==> src/bpv_pkg.sv <==
package bpv_pkg;

  // Request opcodes carried on in_tuser
  typedef enum logic [1:0] {
    OP_START   = 2'd0,
    OP_VOTE    = 2'd1,
    OP_ABSTAIN = 2'd2,
    OP_DECIDE  = 2'd3
  } op_t;

  // Tally counts saturate
  localparam int CNT_W = 8;
  localparam logic [CNT_W-1:0] CNT_MAX = '1;
  localparam logic [CNT_W-1:0] CNT_ONE = CNT_W'(1);

  // Configuration port
  localparam int CFG_DATA_W = 64;
  localparam int CFG_ADDR_W = 4;
  localparam int CFG_IDX_BIT = 3;  // registers sit on 8-byte strides
  localparam logic REG_CURRENT = 1'b0;
  localparam logic REG_TARGET  = 1'b1;

  // Control part of the token that walks the cell chain
  typedef struct packed {
    logic vld;    // token present at this stage
    logic dec;    // decide scan (else tally)
    logic found;  // tally already placed
  } tok_ctl_t;

endpackage

==> src/bpv_cell.sv <==
module bpv_cell #(
  parameter int VALUE_BITS = 64
) (
  input  logic                       clk,
  input  logic                       rst_n,
  input  logic                       clear,
  input  bpv_pkg::tok_ctl_t          ctl_i,
  input  logic [VALUE_BITS-1:0]      key_i,
  input  logic [VALUE_BITS-1:0]      lo_i,
  input  logic [VALUE_BITS-1:0]      hi_i,
  input  logic [bpv_pkg::CNT_W-1:0]  wgt_i,
  output bpv_pkg::tok_ctl_t          ctl_o,
  output logic [VALUE_BITS-1:0]      key_o,
  output logic [VALUE_BITS-1:0]      lo_o,
  output logic [VALUE_BITS-1:0]      hi_o,
  output logic [bpv_pkg::CNT_W-1:0]  wgt_o
);
  import bpv_pkg::*;

  // Slot held by this cell
  logic                  used_r, used_nxt;
  logic [VALUE_BITS-1:0] val_r, val_nxt;
  logic [CNT_W-1:0]      cnt_r, cnt_nxt;

  // Token stage register toward the next cell
  tok_ctl_t              ctl_r, ctl_nxt;
  logic [VALUE_BITS-1:0] key_r, key_nxt;
  logic [VALUE_BITS-1:0] lo_r, hi_r;
  logic [CNT_W-1:0]      wgt_r, wgt_nxt;

  logic hit, in_range, better;

  assign hit      = used_r && (val_r == key_i);
  assign in_range = used_r && (val_r >= lo_i) && (val_r <= hi_i);
  assign better   = (cnt_r > wgt_i) || ((cnt_r == wgt_i) && (val_r < key_i));

  always_comb begin
    used_nxt = used_r;
    val_nxt  = val_r;
    cnt_nxt  = cnt_r;
    ctl_nxt  = ctl_i;
    key_nxt  = key_i;
    wgt_nxt  = wgt_i;
    if (clear) begin
      used_nxt = 1'b0;
    end else if (ctl_i.vld && ctl_i.dec) begin
      // decide: keep the best in-range slot seen so far, low value wins ties
      if (in_range && better) begin
        key_nxt = val_r;
        wgt_nxt = cnt_r;
      end
    end else if (ctl_i.vld && !ctl_i.found) begin
      // tally: bump a match, or claim this slot if it is the first free one
      if (hit) begin
        if (cnt_r != CNT_MAX) cnt_nxt = cnt_r + CNT_ONE;
        ctl_nxt.found = 1'b1;
      end else if (!used_r) begin
        used_nxt      = 1'b1;
        val_nxt       = key_i;
        cnt_nxt       = CNT_ONE;
        ctl_nxt.found = 1'b1;
      end
    end
  end

  always_ff @(posedge clk) begin
    if (!rst_n) begin
      used_r <= 1'b0;
      ctl_r  <= '0;
    end else begin
      used_r <= used_nxt;
      ctl_r  <= ctl_nxt;
    end
  end

  // Payload, no reset
  always_ff @(posedge clk) begin
    val_r <= val_nxt;
    cnt_r <= cnt_nxt;
    key_r <= key_nxt;
    lo_r  <= lo_i;
    hi_r  <= hi_i;
    wgt_r <= wgt_nxt;
  end

  assign ctl_o = ctl_r;
  assign key_o = key_r;
  assign lo_o  = lo_r;
  assign hi_o  = hi_r;
  assign wgt_o = wgt_r;

endmodule

==> config.mk <==
export PLATFORM = sky130hd
export DESIGN_NAME = bpv_cell
export DESIGN_NICKNAME = d
export VERILOG_FILES = /design/src/bpv_pkg.sv /design/src/bpv_cell.sv
export SDC_FILE = /design/constraint.sdc
export NUM_CORES = 1
export LEC_CHECK = 0
export ABC_AREA = 1
export BUFFER_PORTS_ARGS = -buffer_cell sky130_fd_sc_hd__buf_2
export CAP_MARGIN = 20
export CORE_MARGIN = 4
export CORE_UTILIZATION = 35
export CTS_BUF_LIST = sky130_fd_sc_hd__clkbuf_4 sky130_fd_sc_hd__clkbuf_8
export DETAILED_ROUTE_END_ITERATION = 10
export HOLD_SLACK_MARGIN = 0.1
export REMOVE_ABC_BUFFERS = 1
export SYNTH_ARGS = -nofsm -noshare
export SYNTH_HDL_FRONTEND = slang
export SYNTH_SLANG_ARGS = --single-unit
==> constraint.sdc <==
create_clock -name clk -period 7.7 [get_ports clk]
set_clock_uncertainty 0.1 [all_clocks]
set_input_delay 1.54 -clock clk [delete_from_list [all_inputs] [get_ports clk]]
set_output_delay 1.54 -clock clk [all_outputs]
set_load 0.005 [all_outputs]
# == Yosys cells after proc, flatten, opt, wreduce, memory -nomap -nowiden ==
# Index checks and enable logic that the tools add are counted.
# totals
ff_bits,276
latch_bits,0
ramBits,0
mem_bits_ro,0
input_bits,206
out_inout_bits,203
mem_count,0
# op_classes
addsub,1
multipliers,0
n_div,0
order_cmp,4
eq_ne,5
shifts,0
muxes,14
bitwise_logic,5
n_reduce_logical,13
# ops
operator,n
64-bit 2-to-1 mux,3
64-bit == test,1
64-bit >= comparator,1
64-bit less-or-equal comparator,1
64-bit < comparator,1
8-bit 2-to-1 mux,6
5-bit AND reduction,2
8-bit by 1-bit adder with 8-bit output (second input constant),1
8-bit == test,1
8-bit > comparator,1
8-bit inequality test (second input constant),1
1-bit logical AND,7
1-bit 2-to-1 mux,5
1-bit inverter,5
2-bit by 1-bit inequality test with 1-bit output (second input constant),2
3-bit AND reduction,1
2-bit OR reduction,1
1-bit logical NOT,1
1-bit logical OR,1

# == Depth between registers and ports, before layout ==
# Gate-level depths: netlist of run 1.
# depth
depth_word,7
mapped_depth,20
mapped_depth_nobuf,19

# == Worst setup path before layout of run 1 ==
# OpenSTA, ideal clock, no wires.
# synth_timing
path_kind,input -> register
startpoint,input port ctl_i[2] (netlist name)
endpoint,"register val_r[0], enable pin"
setup_time_ns,0.486
t_arrival_ns,4.664
setup_slack_ns,2.450
cell_stages,5
path_buffers,0
path_cell_list,inv_1 -> nor2_1 -> nand2_1 -> or2_2 -> nor2_1
# synth_via
elab_chain_cells,3
# synth_rtl
element,line,source
"start, declared",bpv_cell.sv:7,"input bpv_pkg::tok_ctl_t ctl_i,"
1-bit logical AND,bpv_cell.sv:46,end else if (ctl_i.vld && ctl_i.dec) begin
1-bit inverter (no line),n/a,
5-bit AND reduction (no line) *,n/a,
"end signal, assigned",bpv_cell.sv:78,val_r <= val_nxt;
"end, declared",bpv_cell.sv:22,"logic [VALUE_BITS-1:0] val_r, val_nxt;"
# Every way passes the cells marked *; elsewhere a longest branch is shown, timed or not.
# A chain may end at the register's enable or synchronous reset.

# == Final worst setup path of run 1 ==
# layout_timing
startpoint,input port key_i[63]
endpoint,"register key_r[18], in the netlist key_o[18]"
# layout_via
elab_chain_cells,7
# layout_rtl
element,line,source
"start, declared",bpv_cell.sv:8,"input logic [VALUE_BITS-1:0] key_i,"
64-bit < comparator,bpv_cell.sv:35,assign better = (cnt_r > wgt_i) || ((cnt_r == wgt_i) && (val_r < key_i));
1-bit logical AND,bpv_cell.sv:35,
1-bit logical OR,bpv_cell.sv:35,
1-bit logical AND,bpv_cell.sv:48,if (in_range && better) begin
64-bit 2-to-1 mux,bpv_cell.sv:48,
64-bit 2-to-1 mux,bpv_cell.sv:46,
64-bit 2-to-1 mux,bpv_cell.sv:44,if (clear) begin
named net key_nxt[18],bpv_cell.sv:27,"logic [VALUE_BITS-1:0] key_r, key_nxt;"
"end signal, assigned",bpv_cell.sv:80,key_r <= key_nxt;
"end, declared",bpv_cell.sv:27,
# The timed path passes the listed nets, and every way through them passes these cells.

==> out/results.ini, run 1 <==
[outcome]
status=finished clean

[drt]
vias=10970
drtIter0Drc=390
route.met2.wl_um=18150
drc=0
wl_met1_um=16860
drt_first_pass_iters=5
wl_per_cell_um=16.52
routed.top_layer=met5
drt-total-wl_um=39150
met3_length_um=2656
antenna_left=0
viasPerCell=4.631

[timing]
period_minus_slack_ns=4.600
finalSetupViolations=0
worst_slew_pin_slew_ns=1.045
finalHoldViolations=0
setup_tns_ns=0
drv_slew=0
fmax_mhz=217.4
hold_slack_ns=0.4377
period_share_pct=59.75
slew_headroom_pct=30.36
worst_slack_ns=3.100
rsz0062_at_grt=false

[yosys]
ys_async_sr_fraction_pct=0
yosysMostFrequentCell=nand2_1
syn_area_um2=12880
muxShareOfSynthArea_pct=0
synth_compound_area_share_pct=5.538
synth-seq-area-share_pct=48.50
synth_top_area_share_pct=31.71
ys_seq_elements=276
ys_warn_count=0
synthFlopType=dfxtp_1
synth_xor_area_share_pct=0.2720
synthAdderAreaFrac_pct=19.53
synth-simple-area-share_pct=17.94
synthCells=1432
synth_cell_types=24
avgSynthCellArea_um2=8.993
synth_top_family_by_area=adder cells
synthTopCellsByArea=dfxtp_1 (32%), ha_1 (20%), edfxtp_1 (17%), nand2_1 (10%), inv_1 (7.3%)
synth_edf_count=72
synth_area_leader_cell=dfxtp_1
synthTopCellsByCount=nand2_1 (345), inv_1 (249), dfxtp_1 (204), ha_1 (201), a21oi_1 (92)

[floorplan]
row_count=69
die_w_um=199.8
die-area_um2=39930
start_util_pct=35.86
dieHeight_um=199.8
core-area_um2=35910
ios=409

[global_route]
antenna_found_initial=4
grt_pass1_vias=11198
grt_overflow=0
grt_pass1_wl_um=59070
grt_max_degree=74
grt_usage_pct=18.95

[finish]
nNetsFinal=2273
fillers=3523
multi_input_area_um2=5604
final_layout_size_suffix_gt1_share_pct=26.59
area_delta_synth_final_pct=28.55
ff_latch_area_um2=6246

[hold_path]
min_to=key_o[0]$_DFF_P_
worstHoldStart=val_r[0]$_DFFE_PP_
min_path_type=flip-flop to flip-flop
hold_depth=2

[run]
drv_cap=0

[critical_path]
crit_type=input port to flip-flop
r2r_setup_slack_ns=3.67
crit_top_cell=nand2_1
r2r_start=val_r[63]$_DFFE_PP_
reg2reg_depth=14
cp-start-kind=input port
path_cells=buf_2 > inv_1 > ha_1 > nand2_1 > nor2_1 > nand4_1 > inv_1 > nand2_1 > nor2_1 > nand2_1 > nand2_1 > nand2_4 > nand3_4 > buf_12 > nand2_1 > nand2_1
endpoint_kind=flip-flop
crit_required_ns=8.14
cpPeakStageDelay_ns=0.67
crit_arrival_ns=5.04
cp_max_fo=73
crit_slowest_cell=nand3_4
reg2reg_to=key_o[18]$_DFF_P_

[power_and_ir_drop]
intPower_uw=2594
p_clk_share_pct=44.1
finalPower_uw=3440
p_seq_share_pct=45.7
power_frac_comb_pct=10.2
cellPowerDensity_nw_per_um2=207.8
power_leakage_uw=0.008972
vdd_drop_max_uv=149.2
switching_share_pct=24.61
power_switching_uw=846.7

[placement]
place_congestion=0.8245
hpwl_um=29940
io_buffers=408
pre_cts_ws_ns=2.183

[clock_network]
numCtsBuffers=49
cts_tree=built
clkTransAtPathRegs_ns=0.06
clock_path_buffers=3
post_cts_resized=0
cts-root-buf=clkbuf_8
clk_latency_ns=0.61
hold_buffers=0
clock_sinks=276
cts_setup_buffers=0
htreeDepth=2

==> how the worst max path moves through the flow <==
stage	startpoint	endpoint	slack (ns)	cells past startpoint
floorplan	key_i[53]	key_o[0]$_DFF_P_	2.43	14
detailed placement	key_i[47]	key_o[18]$_DFF_P_	2.18	13
CTS	key_i[47]	key_o[18]$_DFF_P_	2.84	13
finish	key_i[63]	key_o[18]$_DFF_P_	3.10	16
global placement	key_i[47]	key_o[13]$_DFF_P_	2.29	13
global route	key_i[47]	key_o[18]$_DFF_P_	2.74	14
==> per-stage QoR <==
stage	util [%]	cell area, um^2	cells
4_1_cts	46.04	16530	2367
3_3_place_gp	42.93	15420	2275
3_5_place_dp	42.93	15420	2275
2_1_floorplan	-	12750	1404
5_1_grt	46.09	16550	2368
6_report	46.10	16560	2369
==> critical path: cells and delay by family <==
family,cells,cell delay [ns]
simple gates,11,2.60
buf+inv,4,0.58
fa+ha+maj,1,0.29
==> cells in the final DEF (no fill, tap or decap), drive strengths merged <==
master / netlist / final
nand2: 345 / 345
inv: 249 / 250
buf: 15 / 411
o21ai: 23 / 23
o2111ai: 1 / 1
bufinv: 0 / 3
nand4: 85 / 85
clkbuf: 13 / 75
clkinv: 0 / 11
a21o: 4 / 4
xnor2: 1 / 1
o21bai: 2 / 2
nor3: 14 / 14
nor4: 2 / 2
dfxtp: 204 / 204
a21oi: 93 / 93
nor2: 74 / 74
edfxtp: 72 / 72
diode: 0 / 1
nand3: 18 / 18
o21a: 9 / 9
or2: 1 / 1
clkinvlp: 0 / 2
xor2: 3 / 3
ha: 201 / 201
nor3b: 3 / 3
==> sequential cells by signal (all words and copies together), names as in the netlist <==
| register | count |
|---|---|
| cnt_r | 8 |
| ctl_o | 3 |
| hi_o | 64 |
| key_o | 64 |
| lo_o | 64 |
| used_r | 1 |
| val_r | 64 |
| wgt_o | 8 |
==> routing by layer <==
metal / global-route usage (%) / vias up
met2: 31.29 / 338
met5: 0 / -
met4: 8.126 / 4
li1: - / 5565
met3: 4.683 / 86
met1: 23.72 / 4977
==> layout make-up <==
type	count	area share, %
Inverter	249	5.645
Clock inverter	17	0.9900
Sequential cell	276	37.73
Clock buffer	75	5.744
Timing Repair Buffer	411	12.55
Multi-Input combinational cell	879	33.85
Antenna cell	1	0.01511
Tap cell	461	3.484
==> power by group through the flow <==
| stage | registers, uW | logic, uW | clock network (uW) |
|---|---|---|---|
| after floorplan | 1610 | 155 | 0 |
| after global placement | 1600 | 344 | 0 |
| after detailed placement | 1600 | 354 | 0 |
| after CTS | 1570 | 356 | 1570 |
| after global routing | 1580 | 405 | 1640 |
| final | 1570 | 349 | 1520 |
==> kinds of logic after synthesis <==
| group | Yosys count |
|---|---|
| buffers and inverters | 277 |
| AO/OA/AOI/OAI | 132 |
| XOR/XNOR | 4 |
| adder cells (fa/ha/maj) | 201 |
| AND/OR/NAND/NOR | 542 |
| flip-flops | 276 |
Power figures use the tool's default switching activity.
==> run 2, diff against run 1 <==
- clock period: 7.7 -> 4.2 ns (I/O delays scaled with it)
==> out/results.ini, run 2 (synthesis gave the netlist of run 1 again) <==
[timing]
finalHoldViolations=0  ; unchanged
setup_tns_ns=0  ; unchanged
period_share_pct=74.14
fmax_mhz=321.1
finalSetupViolations=0  ; unchanged
period_minus_slack_ns=3.114
slew_headroom_pct=52.89  ; +23 points
worst_slew_pin_slew_ns=0.7067  ; -0.3379 ns
rsz0062_at_grt=false
drv_slew=0  ; unchanged
worst_slack_ns=1.086  ; -2.014 ns

[drt]
drt-total-wl_um=39490  ; +0.88%
wl_per_cell_um=16.61  ; +0.54%
viasPerCell=4.671  ; +0.86%
drc=0  ; unchanged
antenna_left=0  ; unchanged
drtIter0Drc=284  ; -27%
vias=11102  ; +1.2%
drt_first_pass_iters=5  ; unchanged

[finish]
final_layout_size_suffix_gt1_share_pct=26.95  ; +0.36 points
final_cells=2377  ; +0.34%
nNetsFinal=2282  ; +0.40%
area_delta_synth_final_pct=29.37
layout_commonest_cell=buf_2
mostFrequentLayoutCells=buf_2 (408), nand2_1 (343), inv_1 (249), dfxtp_1 (204), ha_1 (201)

[power_and_ir_drop]
power_switching_uw=1572  ; +86%
cellPowerDensity_nw_per_um2=381.1  ; +83%
intPower_uw=4778  ; +84%
p_seq_share_pct=45.4  ; -0.3 points
switching_share_pct=24.76  ; +0.15 points
vdd_drop_max_uv=265.8  ; +78%
power_leakage_uw=0.009028  ; +0.62%
power_frac_comb_pct=10.2  ; about the same
finalPower_uw=6350  ; +85%
p_clk_share_pct=44.5  ; +0.4 points

[placement]
hpwl_um=30350  ; +1.4%
place_congestion=0.8244  ; about the same
pre_cts_ws_ns=0.4756  ; -1.708 ns
dp.cells=2284  ; +0.40%
io_buffers=408  ; unchanged

[outcome]
status=finished clean

[clock_network]
clock_path_buffers=3  ; unchanged
cts_tree=built
numCtsBuffers=50  ; +2.0%
clock_sinks=276  ; unchanged
htreeDepth=2  ; unchanged
cts_setup_buffers=0  ; unchanged
hold_buffers=0  ; unchanged
clk_latency_ns=0.62  ; about the same
post_cts_resized=0  ; unchanged
cts-root-buf=clkbuf_8
clkTransAtPathRegs_ns=0.06  ; about the same

[critical_path]
cp_max_fo=30  ; -59%
path_cells=ha_1 > nand4_1 > nor3_1 > nor3b_1 > buf_4 > nand4_1 > nand2_4 > nand3_4 > buf_12 > nand2_1 > nand2_1
crit_required_ns=4.60  ; -3.54 ns
crit_slowest_cell=edfxtp_1
cp-start-kind=flip-flop
crit_type=flip-flop to flip-flop
crit_arrival_ns=3.52  ; -1.52 ns
cpPeakStageDelay_ns=0.48  ; -0.19 ns
endpoint_kind=flip-flop

[global_route]
antenna_found_initial=5  ; +1
grt_pass1_wl_um=59770  ; +1.2%
grt_usage_pct=19.13  ; +0.17 points
grt_overflow=0  ; unchanged
grt.met2_usage_pct=33.37  ; +2.1 points
grt.busiest_layer=met2
use_met3_pct=5.354  ; +0.67 points
grt_pass1_vias=11413  ; +1.9%
met1_usage_pct=23.29  ; -0.43 points
grt_max_degree=73  ; -1.4%

[floorplan]
die-area_um2=39930  ; unchanged
dieHeight_um=199.8  ; unchanged
start_util_pct=35.86  ; unchanged
row_count=69  ; unchanged
core-area_um2=35910  ; unchanged
ios=409  ; unchanged
die_w_um=199.8  ; unchanged

[hold_path]
min_path_type=input port to flip-flop

[run]
drv_cap=0  ; unchanged

run 2: cell types whose count changed in the layout (fill, tap and decap cells not counted), sizes merged:
cell,delta
buf,+8
clkinv,-3
clkbuf,+2
inv,+1
run 2: area by class of cell:
class | count | area, um^2
multi-input combinational | 879 | 5604
timing repair buffer | 419 | 2175
clock buffer | 77 | 965.9
sequential | 276 | 6246
antenna | 1 | 2.502
tap | 461 | 576.8
inverter | 249 | 934.6
fill | 3522 | 19250
clock inverter | 15 | 156.4
run 2: worst paths after layout:
check	start	endpoint	slack [ns]	depth (start not counted)
setup / recovery	val_r[61]$_DFFE_PP_	key_o[42]$_DFF_P_	1.09	11
hold / removal	hi_i[10]	hi_o[10]$_DFF_P_	0.24	1
setup reg to reg	val_r[61]$_DFFE_PP_	key_o[42]$_DFF_P_	1.09	11
hold reg to reg	val_r[0]$_DFFE_PP_	key_o[0]$_DFF_P_	0.43	2
run 2: through the flow:
step | utilization (%) | hold WS (ns) | area (um^2)
2_1_floorplan | - | 0.3950 | 12750
3_3_place_gp | 43.26 | 0.4196 | 15540
3_5_place_dp | 43.26 | 0.4213 | 15540
4_1_cts | 46.38 | 0.1814 | 16660
5_1_grt | 46.38 | 0.1929 | 16660
6_report | 46.39 | 0.2393 | 16660
run 2: power groups by stage:
stage                     clock (uW)  combinational [uW]  sequential (uW)
after detailed placement           0                 653             2940
final                           2820                 645             2880
after global placement             0                 637             2940
after global routing            3030                 747             2890
after floorplan                    0                 284             2950
after CTS                       2920                 657             2880
run 2: worst max-delay path, delay by kind of cell, from the launching register on:
kind / cells / cell delay [ns]
and+or+nand+nor: 8 / 1.61
DFF: 1 / 0.48
buffers and inverters: 2 / 0.44
adders and majority gates: 1 / 0.35
run 2: layer usage:
| layer | wire [um] | part of all wire (%) | vias up |
|---|---|---|---|
| met5 | 42 | 0.11 | - |
| met4 | 794 | 2.0 | 8 |
| met3 | 2826 | 7.2 | 60 |
| met2 | 19150 | 48 | 340 |
| met1 | 16680 | 42 | 5105 |
| li1 | - | - | 5589 |
==> run 3, diff against run 2 <==
- ABC_AREA: 1 -> 0
- clock period: 4.2 -> 2.6 ns (I/O delays scaled with it)
==> out/results.ini, run 3 <==
[outcome]
status=complete, but fails checks
violations=negative setup slack

[finish]
fillers=2904  ; -18%
nNetsFinal=2426  ; +6.3%
final_layout_size_suffix_gt1_share_pct=42.77  ; +16 points
mostFrequentLayoutCells=buf_2 (408), buf_4 (223), inv_1 (208), dlygate4sd3_1 (207), dfxtp_1 (204)
final_cells=2526  ; +6.3%
post-route-util_pct=59.01  ; +13 points
ff_latch_area_um2=6246  ; unchanged
layout_commonest_cell=buf_2
area_delta_synth_final_pct=66.46
multi_input_area_um2=5902  ; +5.3%

[drt]
drt_first_pass_iters=4  ; -1
vias=11540  ; +3.9%
drc=0  ; unchanged
wl_per_cell_um=17.32  ; +4.2%
viasPerCell=4.568  ; -2.2%
antenna_left=0  ; unchanged
drt-total-wl_um=43750  ; +11%
drtIter0Drc=291  ; +2.5%

[power_and_ir_drop]
finalPower_uw=10570  ; +66%
intPower_uw=7972  ; +67%
power_frac_comb_pct=14.3  ; +4.1 points
cellPowerDensity_nw_per_um2=504.8  ; +32%
power_switching_uw=2598  ; +65%
switching_share_pct=24.58  ; -0.18 points
p_seq_share_pct=44.1  ; -1.3 points
vdd_drop_max_uv=572.1  ; +120%
p_clk_share_pct=41.6  ; -2.9 points
power_leakage_uw=0.01063  ; +18%

[timing]
rsz0062_at_grt=true
finalHoldViolations=0  ; unchanged
slew_headroom_pct=67.07  ; +14 points
setup_tns_ns=-68.43  ; -68.43 ns
fmax_mhz=287.4  ; -11%
period_share_pct=133.8  ; +60 points
period_minus_slack_ns=3.479  ; +0.3654 ns
worst_slew_pin_slew_ns=0.4939  ; -0.2128 ns
drv_slew=0  ; unchanged
worst_slack_ns=-0.8794  ; -1.965 ns
finalSetupViolations=89  ; +89

[yosys]
ys_warn_count=0  ; unchanged
synthTopCellsByArea=dfxtp_1 (32%), ha_1 (20%), edfxtp_1 (17%), mux2_4 (7.0%), inv_1 (6.2%)
ys_async_sr_fraction_pct=0  ; unchanged
yosysMostFrequentCell=inv_1
synth_top_area_share_pct=32.46  ; +0.75 points
synth_cell_types=49  ; +100%
synthFlopType=dfxtp_1
synthTopCellsByCount=inv_1 (208), dfxtp_1 (204), ha_1 (201), a21oi_1 (79), edfxtp_1 (72)
synth-seq-area-share_pct=49.65  ; +1.2 points
avgSynthCellArea_um2=11.39  ; +27%
syn_area_um2=12580  ; -2.3%
synthCells=1104  ; -23%
synth_area_leader_cell=dfxtp_1
ys_seq_elements=276  ; unchanged
synth_edf_count=72  ; unchanged

[clock_network]
cts_tree=built
clk_latency_ns=0.60  ; -0.02 ns
cts-root-buf=clkbuf_8
htreeDepth=2  ; unchanged
clock_path_buffers=3  ; unchanged
clkTransAtPathRegs_ns=0.06  ; about the same
clock_sinks=276  ; unchanged
numCtsBuffers=50  ; unchanged

[critical_path]
endpoint_kind=flip-flop
path_cells=ha_1 > a21oi_1 > o21ai_0 > a221o_1 > nor3_2 > buf_4 > o22a_1 > o211ai_1 > a2111oi_4 > clkbuf_16 > buf_12 > clkbuf_16 > mux2_4
crit_buf_inv=4  ; +2
crit_required_ns=2.98  ; -1.62 ns
crit_arrival_ns=3.86  ; +0.34 ns
crit_family=compound AO/OA/AOI/OAI gates
cp_max_fo=6  ; -80%
crit_type=flip-flop to flip-flop
crit_slowest_cell=edfxtp_1
startpoint=val_r[5]$_DFFE_PP_
cp-start-kind=flip-flop
r2r_start=val_r[5]$_DFFE_PP_
crit_top_cell=clkbuf_16
cpPeakStageDelay_ns=0.47  ; about the same

[global_route]
grt_pass1_vias=12641  ; +11%
grt_usage_pct=21.80  ; +2.7 points
antenna_found_initial=11  ; +6
grt_max_degree=44  ; -40%
grt_pass1_wl_um=66760  ; +12%
grt_overflow=0  ; unchanged

[placement]
pre_cts_ws_ns=-1.209  ; -1.685 ns
dp.cells=2176  ; -4.7%
place_congestion=0.7997  ; -3.0%
io_buffers=408  ; unchanged
hpwl_um=32000  ; +5.4%

[run]
drv_cap=0  ; unchanged

[floorplan]
die-area_um2=39040  ; -2.2%
core-area_um2=35480  ; -1.2%
start_util_pct=35.45  ; -0.41 points
ios=409  ; unchanged
die_w_um=197.6  ; -1.1%
row_count=69  ; unchanged
dieHeight_um=197.6  ; -1.1%

[hold_path]
min_path_type=flip-flop to flip-flop
worstHoldStart=val_r[0]$_DFFE_PP_

-- run 3: cell count changes after synthesis, sizes merged, moves of 8 or more --
| cell | delta |
|---|---|
| a21o | +13 |
| nand2 | -296 |
| nand4 | -46 |
| buf | -8 |
| clkbuf | -12 |
| a21oi | -14 |
| mux2 | +71 |
| a221oi | +9 |
| inv | -41 |
| nor2 | -55 |
-- run 3: final cells by class --
class / count / area share, %
clock inverters: 17 / 0.6812
flip-flops and latches: 276 / 29.83
well taps: 461 / 2.755
clock buffers: 76 / 4.487
diodes: 5 / 0.05975
multi-input cells: 612 / 28.18
repair buffers: 871 / 30.28
inverters: 208 / 3.728
-- run 3: power groups by stage --
stage	sequential [uW]	clock, uW	combinational (uW)
2_1_floorplan	4770	0	453
3_5_place_dp	4750	0	1200
4_1_cts	4660	4500	1480
5_1_grt	4670	4730	1670
3_3_place_gp	4750	0	1170
6_report	4660	4400	1510
-- run 3: path summary, 6_finish.rpt --
path                            slack, ns  cells past startpoint                end
worst max-delay path                -0.88                     13  key_o[62]$_DFF_P_
worst min-delay path                 0.41                      1   key_o[0]$_DFF_P_
worst max register to register      -0.88                     13  key_o[62]$_DFF_P_
worst min register to register       0.41                      1   key_o[0]$_DFF_P_
-- run 3: cells by family (layout without fill, tap and decap cells) --
| family | after synthesis | after routing | synth area share (%) |
|---|---|---|---|
| other | 0 | 5 | 0 |
| buffers and inverters | 216 | 1172 | 6.863 |
| AND/OR/NAND/NOR | 173 | 173 | 7.052 |
| AO/OA/AOI/OAI | 160 | 160 | 7.828 |
| adder cells (fa/ha/maj) | 201 | 201 | 19.99 |
| multiplexers | 72 | 72 | 8.196 |
| XOR/XNOR | 6 | 6 | 0.4177 |
| flip-flops | 276 | 276 | 49.65 |
-- run 3: worst reg2reg max path, cell delays in order, from the launching register on --
cell	delay (ns)
edfxtp_1	0.47
ha_1	0.34
a21oi_1	0.12
o21ai_0	0.10
a221o_1	0.38
nor3_2	0.12
buf_4	0.15
o22a_1	0.16
o211ai_1	0.13
a2111oi_4	0.45
clkbuf_16	0.22
buf_12	0.15
clkbuf_16	0.17
mux2_4	0.29
-- run 3: timing repair --
item	4_1_cts	5_1_grt
endpoints found under the hold margin	232	0
setup endpoints to repair	89	89
hold buffers	207	0
gates cloned	1	3
gates resized for setup	58	48
buffers inserted	26	25
pin swaps	14	34
-- run 3: metrics by stage --
| step | hold slack, ns | instance area (um^2) |
|---|---|---|
| 2_1_floorplan | 0.3785 | 12500 |
| 3_3_place_gp | 0.3914 | 16820 |
| 3_5_place_dp | 0.3984 | 16820 |
| 4_1_cts | 0.4018 | 20470 |
| 5_1_grt | 0.4228 | 20940 |
| 6_report | 0.4094 | 20940 |
-- run 3: routing by layer --
layer | share of wire, % | track usage [%] | wire (um) | vias up
met3 | 6.7 | 5.577 | 2922 | 89
met1 | 41 | 25.52 | 17750 | 5387
met4 | 3.4 | 8.136 | 1472 | 12
met5 | 0.17 | 0 | 75 | -
li1 | - | - | - | 5713
met2 | 49 | 38.51 | 21530 | 339
